File: src/design/psd_pkg.sv
package psd_pkg;

    localparam int TableDepth = 16;
    localparam int ResultCap  = 16;
    localparam int AlertCntW  = $clog2(ResultCap + 1);

    localparam logic [15:0] CountMax = 16'hFFFF;

    // configuration defaults
    localparam logic [15:0] WarnThresholdRst = 16'd10;
    localparam logic [15:0] CheckIntervalRst = 16'd300;
    localparam logic [15:0] MaxAgeRst        = 16'd1000;
    localparam logic [15:0] LowPortLimitRst  = 16'd1024;

    // configuration register indexes
    localparam logic [1:0] CFG_WARN_THRESHOLD = 2'd0;
    localparam logic [1:0] CFG_CHECK_INTERVAL = 2'd1;
    localparam logic [1:0] CFG_MAX_AGE        = 2'd2;
    localparam logic [1:0] CFG_LOW_PORT_LIMIT = 2'd3;

    // request types
    localparam logic REQ_PROBE = 1'b0;
    localparam logic REQ_TICK  = 1'b1;

    // result kinds
    localparam logic [1:0] KIND_COUNTED = 2'd0;
    localparam logic [1:0] KIND_FULL    = 2'd1;
    localparam logic [1:0] KIND_ALERT   = 2'd2;

    typedef struct packed {
        logic [31:0] addr;
        logic [15:0] total;
        logic [15:0] low;
        logic [31:0] created;
        logic [31:0] due;
    } slot_data_t;

    typedef struct packed {
        logic       valid;
        slot_data_t data;
    } entry_t;

    typedef struct packed {
        logic [15:0] warn_threshold;
        logic [15:0] check_interval;
        logic [15:0] max_age;
        logic [15:0] low_port_limit;
    } cfg_t;

    typedef struct packed {
        logic        is_tick;
        logic [31:0] addr;
        logic [15:0] port;
        logic        hit_any;
        logic        inserted;
        logic        cap_full;
        logic        head_match;
        logic [31:0] now;
    } head_ctl_t;

    typedef struct packed {
        logic alert;
        logic insert;
    } head_stat_t;

endpackage

File: src/design/psd_cell.sv
module psd_cell
    import psd_pkg::*;
(
    input  logic        aclk,
    input  logic        aresetn,
    input  logic        shift_en,
    input  entry_t      ent_in,
    input  logic [31:0] cmp_addr,
    output entry_t      ent_out,
    output logic        match
);

    logic       valid_reg;
    slot_data_t data_reg;

    always_ff @(posedge aclk) begin
        if (!aresetn) begin
            valid_reg <= 1'b0;
        end else if (shift_en) begin
            valid_reg <= ent_in.valid;
        end
    end

    always_ff @(posedge aclk) begin
        if (shift_en) begin
            data_reg <= ent_in.data;
        end
    end

    assign ent_out.valid = valid_reg;
    assign ent_out.data  = data_reg;
    assign match         = valid_reg && (data_reg.addr == cmp_addr);

endmodule

File: src/design/psd_head.sv
module psd_head
    import psd_pkg::*;
(
    input  entry_t     ent_in,
    input  head_ctl_t  ctl,
    input  cfg_t       cfg,
    output entry_t     ent_out,
    output head_stat_t stat
);

    logic [31:0] since_due;
    logic [31:0] age;
    logic [31:0] next_due;
    logic        is_due;
    logic        port_low;
    logic [15:0] total_inc;
    logic [15:0] low_inc;

    assign since_due = ctl.now - ent_in.data.due;
    assign age       = ctl.now - ent_in.data.created;
    assign next_due  = ctl.now + {16'b0, cfg.check_interval};
    assign is_due    = !since_due[31];
    assign port_low  = ctl.port < cfg.low_port_limit;
    assign total_inc = (ent_in.data.total == CountMax) ? ent_in.data.total
                                                       : ent_in.data.total + 16'd1;
    assign low_inc   = (port_low && ent_in.data.low != CountMax) ? ent_in.data.low + 16'd1
                                                                 : ent_in.data.low;

    always_comb begin
        ent_out     = ent_in;
        stat.alert  = 1'b0;
        stat.insert = 1'b0;
        if (ctl.is_tick) begin
            if (ent_in.valid && is_due) begin
                if (ent_in.data.total > cfg.warn_threshold) begin
                    // over the alert cap the entry stays due for a later tick
                    if (!ctl.cap_full) begin
                        stat.alert    = 1'b1;
                        ent_out.valid = 1'b0;
                    end
                end else if (age > {16'b0, cfg.max_age}) begin
                    ent_out.valid = 1'b0;
                end else begin
                    ent_out.data.due = next_due;
                end
            end
        end else if (ctl.hit_any) begin
            if (ctl.head_match) begin
                ent_out.data.total = total_inc;
                ent_out.data.low   = low_inc;
            end
        end else if (!ctl.inserted && !ent_in.valid) begin
            stat.insert          = 1'b1;
            ent_out.valid        = 1'b1;
            ent_out.data.addr    = ctl.addr;
            ent_out.data.total   = 16'd1;
            ent_out.data.low     = port_low ? 16'd1 : 16'd0;
            ent_out.data.created = ctl.now;
            ent_out.data.due     = next_due;
        end
    end

endmodule

File: src/design/port_scan_detector_table.sv
// channel | direction | handshake         | payload
// s_      | in        | s_valid / s_ready | s_req_type, s_src_addr, s_dst_port
// m_      | out       | m_valid / m_ready | m_result_kind, m_alert_addr, m_alert_total,
//         |           |                   | m_alert_low, m_last
// cfg_    | in        | cfg_we            | cfg_index, cfg_wdata
//
// an item passes through accept, a parallel address match over the cells, one full
// rotation of the cell ring past the head logic, and a finish step that issues the
// final beat when one is due
// m_ready low stalls the ring only when a second alert meets a held one
// synchronous active-low reset clears valid bits, time and control and loads the config defaults
module port_scan_detector_table
    import psd_pkg::*;
#(
    parameter int TABLE_DEPTH = TableDepth
) (
    input  logic        aclk,
    input  logic        aresetn,

    input  logic        s_valid,
    output logic        s_ready,
    input  logic        s_req_type,
    input  logic [31:0] s_src_addr,
    input  logic [15:0] s_dst_port,

    output logic        m_valid,
    input  logic        m_ready,
    output logic [1:0]  m_result_kind,
    output logic [31:0] m_alert_addr,
    output logic [15:0] m_alert_total,
    output logic [15:0] m_alert_low,
    output logic        m_last,

    input  logic        cfg_we,
    input  logic [1:0]  cfg_index,
    input  logic [15:0] cfg_wdata
);

    localparam int IdxW = (TABLE_DEPTH > 1) ? $clog2(TABLE_DEPTH) : 1;

    typedef enum logic [3:0] {
        ST_IDLE   = 4'b0001,
        ST_LOOKUP = 4'b0010,
        ST_WALK   = 4'b0100,
        ST_FINISH = 4'b1000
    } state_t;

    state_t state_reg, state_next;

    cfg_t cfg_reg, cfg_next;

    logic [31:0]          now_reg, now_next;
    logic                 req_tick_reg, req_tick_next;
    logic [31:0]          req_addr_reg, req_addr_next;
    logic [15:0]          req_port_reg, req_port_next;
    logic [IdxW-1:0]      idx_reg, idx_next;
    logic [AlertCntW-1:0] alert_cnt_reg, alert_cnt_next;
    logic                 hit_any_reg, hit_any_next;
    logic                 inserted_reg, inserted_next;

    logic        pend_valid_reg, pend_valid_next;
    logic [31:0] pend_addr_reg, pend_addr_next;
    logic [15:0] pend_total_reg, pend_total_next;
    logic [15:0] pend_low_reg, pend_low_next;

    logic        out_valid_reg, out_valid_next;
    logic [1:0]  out_kind_reg, out_kind_next;
    logic [31:0] out_addr_reg, out_addr_next;
    logic [15:0] out_total_reg, out_total_next;
    logic [15:0] out_low_reg, out_low_next;
    logic        out_last_reg, out_last_next;

    entry_t                 cell_in  [TABLE_DEPTH];
    entry_t                 cell_out [TABLE_DEPTH];
    logic [TABLE_DEPTH-1:0] match_vec;

    entry_t     head_out;
    head_ctl_t  head_ctl;
    head_stat_t head_stat;

    logic out_free;
    logic walk_go;

    // ring of cells: slot i sits in cell i between items, the head sees cell 0
    // and its result enters the tail, so a full turn visits slots in order
    for (genvar k = 0; k < TABLE_DEPTH; k++) begin : g_cell
        if (k == TABLE_DEPTH - 1) begin : g_tail
            assign cell_in[k] = head_out;
        end else begin : g_mid
            assign cell_in[k] = cell_out[k+1];
        end

        psd_cell u_cell (
            .aclk     (aclk),
            .aresetn  (aresetn),
            .shift_en (walk_go),
            .ent_in   (cell_in[k]),
            .cmp_addr (req_addr_reg),
            .ent_out  (cell_out[k]),
            .match    (match_vec[k])
        );
    end

    assign head_ctl.is_tick    = req_tick_reg;
    assign head_ctl.addr       = req_addr_reg;
    assign head_ctl.port       = req_port_reg;
    assign head_ctl.hit_any    = hit_any_reg;
    assign head_ctl.inserted   = inserted_reg;
    assign head_ctl.cap_full   = (alert_cnt_reg == AlertCntW'(ResultCap));
    assign head_ctl.head_match = match_vec[0];
    assign head_ctl.now        = now_reg;

    psd_head u_head (
        .ent_in  (cell_out[0]),
        .ctl     (head_ctl),
        .cfg     (cfg_reg),
        .ent_out (head_out),
        .stat    (head_stat)
    );

    assign out_free = !out_valid_reg || m_ready;
    // hold the ring when a new alert would overwrite a held one that cannot leave
    assign walk_go  = (state_reg == ST_WALK)
                   && !(head_stat.alert && pend_valid_reg && !out_free);

    always_comb begin
        cfg_next = cfg_reg;
        if (cfg_we) begin
            case (cfg_index)
                CFG_WARN_THRESHOLD: cfg_next.warn_threshold = cfg_wdata;
                CFG_CHECK_INTERVAL: cfg_next.check_interval = cfg_wdata;
                CFG_MAX_AGE:        cfg_next.max_age        = cfg_wdata;
                CFG_LOW_PORT_LIMIT: cfg_next.low_port_limit = cfg_wdata;
                default:            cfg_next                = cfg_reg;
            endcase
        end
    end

    always_comb begin
        state_next      = state_reg;
        now_next        = now_reg;
        req_tick_next   = req_tick_reg;
        req_addr_next   = req_addr_reg;
        req_port_next   = req_port_reg;
        idx_next        = idx_reg;
        alert_cnt_next  = alert_cnt_reg;
        hit_any_next    = hit_any_reg;
        inserted_next   = inserted_reg;
        pend_valid_next = pend_valid_reg;
        pend_addr_next  = pend_addr_reg;
        pend_total_next = pend_total_reg;
        pend_low_next   = pend_low_reg;
        out_valid_next  = out_valid_reg && !m_ready;
        out_kind_next   = out_kind_reg;
        out_addr_next   = out_addr_reg;
        out_total_next  = out_total_reg;
        out_low_next    = out_low_reg;
        out_last_next   = out_last_reg;

        case (state_reg)
            ST_IDLE: begin
                if (s_valid) begin
                    req_tick_next   = s_req_type;
                    req_addr_next   = s_src_addr;
                    req_port_next   = s_dst_port;
                    idx_next        = '0;
                    alert_cnt_next  = '0;
                    inserted_next   = 1'b0;
                    pend_valid_next = 1'b0;
                    if (s_req_type == REQ_TICK) begin
                        now_next = now_reg + 32'd1;
                    end
                    state_next = ST_LOOKUP;
                end
            end
            ST_LOOKUP: begin
                hit_any_next = |match_vec;
                state_next   = ST_WALK;
            end
            ST_WALK: begin
                if (walk_go) begin
                    idx_next = idx_reg + 1'b1;
                    if (head_stat.insert) begin
                        inserted_next = 1'b1;
                    end
                    if (head_stat.alert) begin
                        if (pend_valid_reg) begin
                            out_valid_next = 1'b1;
                            out_kind_next  = KIND_ALERT;
                            out_addr_next  = pend_addr_reg;
                            out_total_next = pend_total_reg;
                            out_low_next   = pend_low_reg;
                            out_last_next  = 1'b0;
                        end
                        pend_valid_next = 1'b1;
                        pend_addr_next  = cell_out[0].data.addr;
                        pend_total_next = cell_out[0].data.total;
                        pend_low_next   = cell_out[0].data.low;
                        alert_cnt_next  = alert_cnt_reg + 1'b1;
                    end
                    if (idx_reg == IdxW'(TABLE_DEPTH - 1)) begin
                        state_next = ST_FINISH;
                    end
                end
            end
            ST_FINISH: begin
                if (req_tick_reg == REQ_TICK) begin
                    if (!pend_valid_reg) begin
                        state_next = ST_IDLE;
                    end else if (out_free) begin
                        out_valid_next  = 1'b1;
                        out_kind_next   = KIND_ALERT;
                        out_addr_next   = pend_addr_reg;
                        out_total_next  = pend_total_reg;
                        out_low_next    = pend_low_reg;
                        out_last_next   = 1'b1;
                        pend_valid_next = 1'b0;
                        state_next      = ST_IDLE;
                    end
                end else if (out_free) begin
                    out_valid_next = 1'b1;
                    out_kind_next  = (hit_any_reg || inserted_reg) ? KIND_COUNTED : KIND_FULL;
                    out_addr_next  = 32'd0;
                    out_total_next = 16'd0;
                    out_low_next   = 16'd0;
                    out_last_next  = 1'b1;
                    state_next     = ST_IDLE;
                end
            end
            default: begin
                state_next = ST_IDLE;
            end
        endcase
    end

    always_ff @(posedge aclk) begin
        if (!aresetn) begin
            state_reg      <= ST_IDLE;
            now_reg        <= 32'd0;
            cfg_reg        <= '{warn_threshold: WarnThresholdRst,
                                check_interval: CheckIntervalRst,
                                max_age:        MaxAgeRst,
                                low_port_limit: LowPortLimitRst};
            idx_reg        <= '0;
            alert_cnt_reg  <= '0;
            hit_any_reg    <= 1'b0;
            inserted_reg   <= 1'b0;
            req_tick_reg   <= REQ_PROBE;
            pend_valid_reg <= 1'b0;
            out_valid_reg  <= 1'b0;
        end else begin
            state_reg      <= state_next;
            now_reg        <= now_next;
            cfg_reg        <= cfg_next;
            idx_reg        <= idx_next;
            alert_cnt_reg  <= alert_cnt_next;
            hit_any_reg    <= hit_any_next;
            inserted_reg   <= inserted_next;
            req_tick_reg   <= req_tick_next;
            pend_valid_reg <= pend_valid_next;
            out_valid_reg  <= out_valid_next;
        end
    end

    always_ff @(posedge aclk) begin
        req_addr_reg   <= req_addr_next;
        req_port_reg   <= req_port_next;
        pend_addr_reg  <= pend_addr_next;
        pend_total_reg <= pend_total_next;
        pend_low_reg   <= pend_low_next;
        out_kind_reg   <= out_kind_next;
        out_addr_reg   <= out_addr_next;
        out_total_reg  <= out_total_next;
        out_low_reg    <= out_low_next;
        out_last_reg   <= out_last_next;
    end

    assign s_ready       = (state_reg == ST_IDLE);
    assign m_valid       = out_valid_reg;
    assign m_result_kind = out_kind_reg;
    assign m_alert_addr  = out_addr_reg;
    assign m_alert_total = out_total_reg;
    assign m_alert_low   = out_low_reg;
    assign m_last        = out_last_reg;

endmodule

File: config.mk
export PLATFORM = sky130hd
export DESIGN_NAME = port_scan_detector_table
export DESIGN_NICKNAME = d
export VERILOG_FILES = /design/src/design/psd_pkg.sv /design/src/design/psd_cell.sv /design/src/design/psd_head.sv /design/src/design/port_scan_detector_table.sv
export SDC_FILE = /design/constraint.sdc
export NUM_CORES = 2
export LEC_CHECK = 0
export BUFFER_PORTS_ARGS = -buffer_cell sky130_fd_sc_hd__buf_2
export CORE_ASPECT_RATIO = 2
export CORE_MARGIN = 2
export CORE_UTILIZATION = 30
export DETAILED_ROUTE_END_ITERATION = 8
export HOLD_SLACK_MARGIN = 0.12
export PLACE_DENSITY = 0.54
export SETUP_SLACK_MARGIN = 0.1
export SLEW_MARGIN = 20
export SYNTH_ARGS = -nofsm -noshare
export SYNTH_HDL_FRONTEND = slang
export SYNTH_SLANG_ARGS = --single-unit
File: constraint.sdc
create_clock -name aclk -period 156.7 [get_ports aclk]
set_input_delay 15.67 -clock aclk [delete_from_list [all_inputs] [get_ports aclk]]
set_output_delay 15.67 -clock aclk [all_outputs]
set_load 0.01 [all_outputs]
==> report_table.html <==
<table>
<tr><th>Metric</th><th>Value</th></tr>
<tr><th colspan="2">Hold path</th></tr>
<tr><td>Class of the most critical hold timing path</td><td>reg -&gt; reg</td></tr>
<tr><th colspan="2">Synthesis</th></tr>
<tr><td>Area of the mapped netlist</td><td>85,600 um^2</td></tr>
<tr><td>Proportion of synthesized flip-flops having asynchronous set or reset</td><td>0</td></tr>
<tr><td>Syn Nets</td><td>4,967</td></tr>
<tr><td>Number of flops mapped to enable cells by yosys</td><td>2,227</td></tr>
<tr><td>Post-synth top area share</td><td>0.781</td></tr>
<tr><td>Most used flip-flop cell after synthesis</td><td>edfxtp_1</td></tr>
<tr><td>Top cell type by total area after synthesis</td><td>edfxtp_1</td></tr>
<tr><td>Gate count of the mapped netlist</td><td>4,763</td></tr>
<tr><td>Most area-consuming cells after synthesis</td><td>edfxtp_1 78%, xnor2_1 4.2%, dfxtp_1 3.0%</td></tr>
<tr><td>Synthesized area per cell</td><td>18.0 um^2</td></tr>
<tr><td>Flip-flop and latch count after synthesis</td><td>2,357</td></tr>
<tr><td>Synthesis Warnings</td><td>0</td></tr>
<tr><td>Sequential fraction of the synthesis area</td><td>0.811</td></tr>
<tr><td>Yosys cell types</td><td>74</td></tr>
<tr><th colspan="2">Clock network</th></tr>
<tr><td>CTS Root Buffer Type</td><td>clkbuf_16</td></tr>
<tr><td>TritonCTS clock tree</td><td>built</td></tr>
<tr><td>Count of instances resized after the clock tree is built</td><td>0</td></tr>
<tr><td>Maximum clock path buffer count</td><td>4</td></tr>
<tr><td>H-Tree Depth</td><td>4</td></tr>
<tr><td>Clock tree sinks</td><td>approximately 2,400</td></tr>
<tr><td>Clock-pin slew reported for the worst setup and hold paths after clock tree synthesis</td><td>0.06 ns</td></tr>
<tr><td>Number of buffers inserted during clock tree synthesis</td><td>between 200 and 250</td></tr>
<tr><td>Number of buffers inserted for hold repair after clock tree synthesis</td><td>0</td></tr>
<tr><td>Post-CTS setup buffers</td><td>0</td></tr>
<tr><td>Clock insertion delay at the later pin of the skew report</td><td>roughly 0.87 ns</td></tr>
<tr><th colspan="2">STA</th></tr>
<tr><td>Pins over their slew limit</td><td>0</td></tr>
<tr><td>Maximum clock frequency</td><td>just under 50 MHz</td></tr>
<tr><td>Final TNS setup</td><td>0 ns</td></tr>
<tr><td>Slew headroom</td><td>0.248</td></tr>
<tr><td>Number of setup violations in the final report</td><td>0</td></tr>
<tr><td>Worst-case setup margin in the final layout</td><td>136.58 ns</td></tr>
<tr><td>Slew at the pin closest to its max-slew limit</td><td>1.13 ns</td></tr>
<tr><td>Setup skew after layout</td><td>around 0.077 ns</td></tr>
<tr><td>Post-layout min period</td><td>around 20 ns</td></tr>
<tr><td>Final hold violation count</td><td>0</td></tr>
<tr><td>Final critical-path share of the clock period</td><td>0.128</td></tr>
<tr><td>RSZ-0062 raised after global routing</td><td>no</td></tr>
<tr><th colspan="2">Drt</th></tr>
<tr><td>Average vias per placed instance</td><td>4.51</td></tr>
<tr><td>Drt total wl</td><td>196,000 um</td></tr>
<tr><td>Number of antenna-violating nets in the routed design</td><td>0</td></tr>
<tr><td>Mean routed wirelength per cell</td><td>21.7 um</td></tr>
<tr><td>Remaining design rule violation count</td><td>0</td></tr>
<tr><td>Iteration-0 DRC Markers</td><td>3,378</td></tr>
<tr><td>Router iterations before antenna repair</td><td>5</td></tr>
<tr><td>Via count</td><td>40,611</td></tr>
<tr><th colspan="2">Finish</th></tr>
<tr><td>Layout cells sized above 1</td><td>0.118</td></tr>
<tr><td>Area growth syn-to-layout</td><td>14.8%</td></tr>
<tr><td>Nets</td><td>around 5,300</td></tr>
<tr><td>Largest register FFs</td><td>2,048</td></tr>
<tr><td>Filler Cells Inserted</td><td>approximately 27,000</td></tr>
<tr><th colspan="2">Status</th></tr>
<tr><td>Outcome</td><td>finished clean</td></tr>
<tr><th colspan="2">Power and ir drop</th></tr>
<tr><td>Leakage Power</td><td>31.2 nW</td></tr>
<tr><td>Psw</td><td>between 200 and 300 uW</td></tr>
<tr><td>Portion of total power attributed to the clock network</td><td>0.418</td></tr>
<tr><td>Fraction of power spent switching nets</td><td>0.215</td></tr>
<tr><td>Design internal power</td><td>1.00 mW</td></tr>
<tr><td>Total chip power</td><td>1.27 mW</td></tr>
<tr><td>Share of power burned in registers</td><td>0.541</td></tr>
<tr><td>Peak supply drop</td><td>11.6 uV</td></tr>
<tr><td>Combinational fraction of design power</td><td>0.040</td></tr>
<tr><td>Power Density</td><td>about 13 nW/um^2</td></tr>
<tr><th colspan="2">GRT</th></tr>
<tr><td>Sum of overflow across all layers after global routing</td><td>0</td></tr>
<tr><td>Total global-route track usage</td><td>0.132</td></tr>
<tr><td>First-pass GRT wire length</td><td>between 200,000 and 300,000 um</td></tr>
<tr><td>Vias in the first global route</td><td>41,706</td></tr>
<tr><td>Antenna violations before repair</td><td>8</td></tr>
<tr><td>Maximum number of pins on one net before global-route repair</td><td>between 200 and 250</td></tr>
<tr><th colspan="2">Die</th></tr>
<tr><td>Die Height</td><td>760 um</td></tr>
<tr><td>Die width</td><td>382 um</td></tr>
<tr><td>I/O pins</td><td>141</td></tr>
<tr><td>Effective utilization at floorplan</td><td>0.301</td></tr>
<tr><td>Core Area</td><td>284,000 um^2</td></tr>
<tr><td>Area enclosed by the die boundary</td><td>290,000 um^2</td></tr>
<tr><td>Std cell rows</td><td>~280</td></tr>
<tr><th colspan="2">Critical path</th></tr>
<tr><td>Category of the worst setup path launch point</td><td>primary input</td></tr>
<tr><td>Critical path start-end classification</td><td>in -&gt; reg</td></tr>
<tr><td>Endpoint type of the worst setup path</td><td>register</td></tr>
<tr><td>CP Data Required Time</td><td>approximately 160 ns</td></tr>
<tr><td>Worst path arrival time</td><td>20.57 ns</td></tr>
<tr><td>Worst Path Max Fanout</td><td>200</td></tr>
<tr><th colspan="2">Placed design</th></tr>
<tr><td>Port Buffer Count</td><td>140</td></tr>
<tr><td>Routability-driven placement congestion ratio</td><td>0.880</td></tr>
<tr><td>Sum of net half-perimeters after detailed placement</td><td>132,000 um</td></tr>
<tr><td>Setup WS pre-CTS</td><td>135.48 ns</td></tr>
<tr><th colspan="2">Flow run</th></tr>
<tr><td>Number of max-capacitance violations reported</td><td>0</td></tr>
</table>
==> kinds of logic (layout without fill, tap and decap cells) <==
kind of cell	after synthesis	after routing	synth area share
muxes	78	78	0.00961
xor gates and xnor gates	582	582	0.0595
adders and majority gates	132	132	0.0195
buffers and inverters	300	765	0.0135
DFF	2357	2357	0.811
other	0	2	0
AOI/OAI and AO/OA	459	459	0.0348
and+or+nand+nor	855	855	0.0519
==> worst paths after layout <==
kind                                                start                                 endpoint  slack [ns]  depth (start not counted)
setup reg to reg                  now_reg[1]$_SDFFE_PN0P_   g_cell[1].u_cell.ent_out[71]$_DFFE_PP_      149.09                         15
hold / removal    g_cell[12].u_cell.ent_out[93]$_DFFE_PP_  g_cell[11].u_cell.ent_out[93]$_DFFE_PP_        0.36                          0
setup / recovery                                  m_ready   g_cell[1].u_cell.ent_out[71]$_DFFE_PP_      136.58                          9
hold reg to reg   g_cell[12].u_cell.ent_out[93]$_DFFE_PP_  g_cell[11].u_cell.ent_out[93]$_DFFE_PP_        0.36                          0
==> synthesized netlist by cell type, drive strengths merged, types with 40 or more instances <==
library cell,number
edfxtp,2227
mux2i,47
nand4,118
a21boi,63
dfxtp,130
xnor2,406
and2,99
xor2,176
nor4,76
nor2,79
ha,130
clkbuf,134
o21ai,118
a21oi,103
inv,150
nand3,64
nor3,40
nand2,259
==> layout make-up <==
cell class / instances / area (um^2) / area share
diodes: 2 / 5.00 / 0.0000509
clock buffers: 238 / 5510 / 0.0560
clock inverters: 142 / 1500 / 0.0153
inverters: 151 / 567 / 0.00576
multi-input cells: 2106 / 15100 / 0.153
flip-flops and latches: 2357 / 69500 / 0.707
well taps: 3766 / 4710 / 0.0479
repair buffers: 234 / 1480 / 0.0150
==> per-layer routing <==
| layer | routed length, um | track usage |
|---|---|---|
| met5 | 0 | 0 |
| met2 | 99600 | 0.231 |
| met4 | 14500 | 0.0874 |
| met3 | 7150 | 0.0186 |
| met1 | 74400 | 0.150 |
==> power by group through the flow <==
stage | clock network (mW) | registers (mW) | logic [mW]
after floorplan | 0 | 0.710 | 0.0291
after global placement | 0 | 0.704 | 0.0513
final | 0.533 | 0.690 | 0.0511
after CTS | 0.550 | 0.690 | 0.0520
after global routing | 0.572 | 0.690 | 0.0543
after detailed placement | 0 | 0.704 | 0.0518
==> critical path, cell delays in order <==
cell and delay [ns]:
buf_2 0.10, nor2b_1 0.07, and2_1 0.24, a21oi_4 0.20, buf_12 0.61, buf_12 0.76
buf_4 0.82, buf_12 0.72, buf_4 0.92
==> metrics by stage <==
stage | util | instances | hold slack [ns] | area [um^2]
floorplan | - | 4763 | 0.400 | 85600
global placement | 0.321 | 8614 | 0.401 | 91300
detailed placement | 0.321 | 8614 | 0.405 | 91300
CTS | 0.346 | 8994 | 0.349 | 98300
finish | 0.346 | 8996 | 0.357 | 98300
global route | 0.346 | 8995 | 0.354 | 98300
==> cell usage in the layout, fill, tap and decap left out, types with 8 or more instances in the layout <==
cell / n
mux2_2: 30
o21ai_0: 115
a211oi_1: 12
nand3_1: 64
a21boi_0: 63
nand4_1: 118
a31oi_1: 17
a21oi_1: 102
dfxtp_1: 130
clkinv_2: 39
mux2i_1: 47
xor2_1: 176
ha_1: 130
or3_1: 20
edfxtp_1: 2227
xnor2_1: 406
clkbuf_16: 216
o31ai_1: 15
buf_4: 88
o211ai_1: 16
nor2_1: 77
nor2b_1: 30
buf_2: 139
bufinv_16: 26
clkinvlp_4: 19
a41oi_1: 10
nand2b_1: 13
a21o_1: 23
inv_1: 148
nor3_1: 37
nand2_1: 258
o21a_1: 11
clkinv_1: 36
and3_1: 21
and2_1: 99
clkbuf_1: 20
o21bai_1: 8
nor4_1: 76
Note: power is estimated with default switching activity, not from simulation.
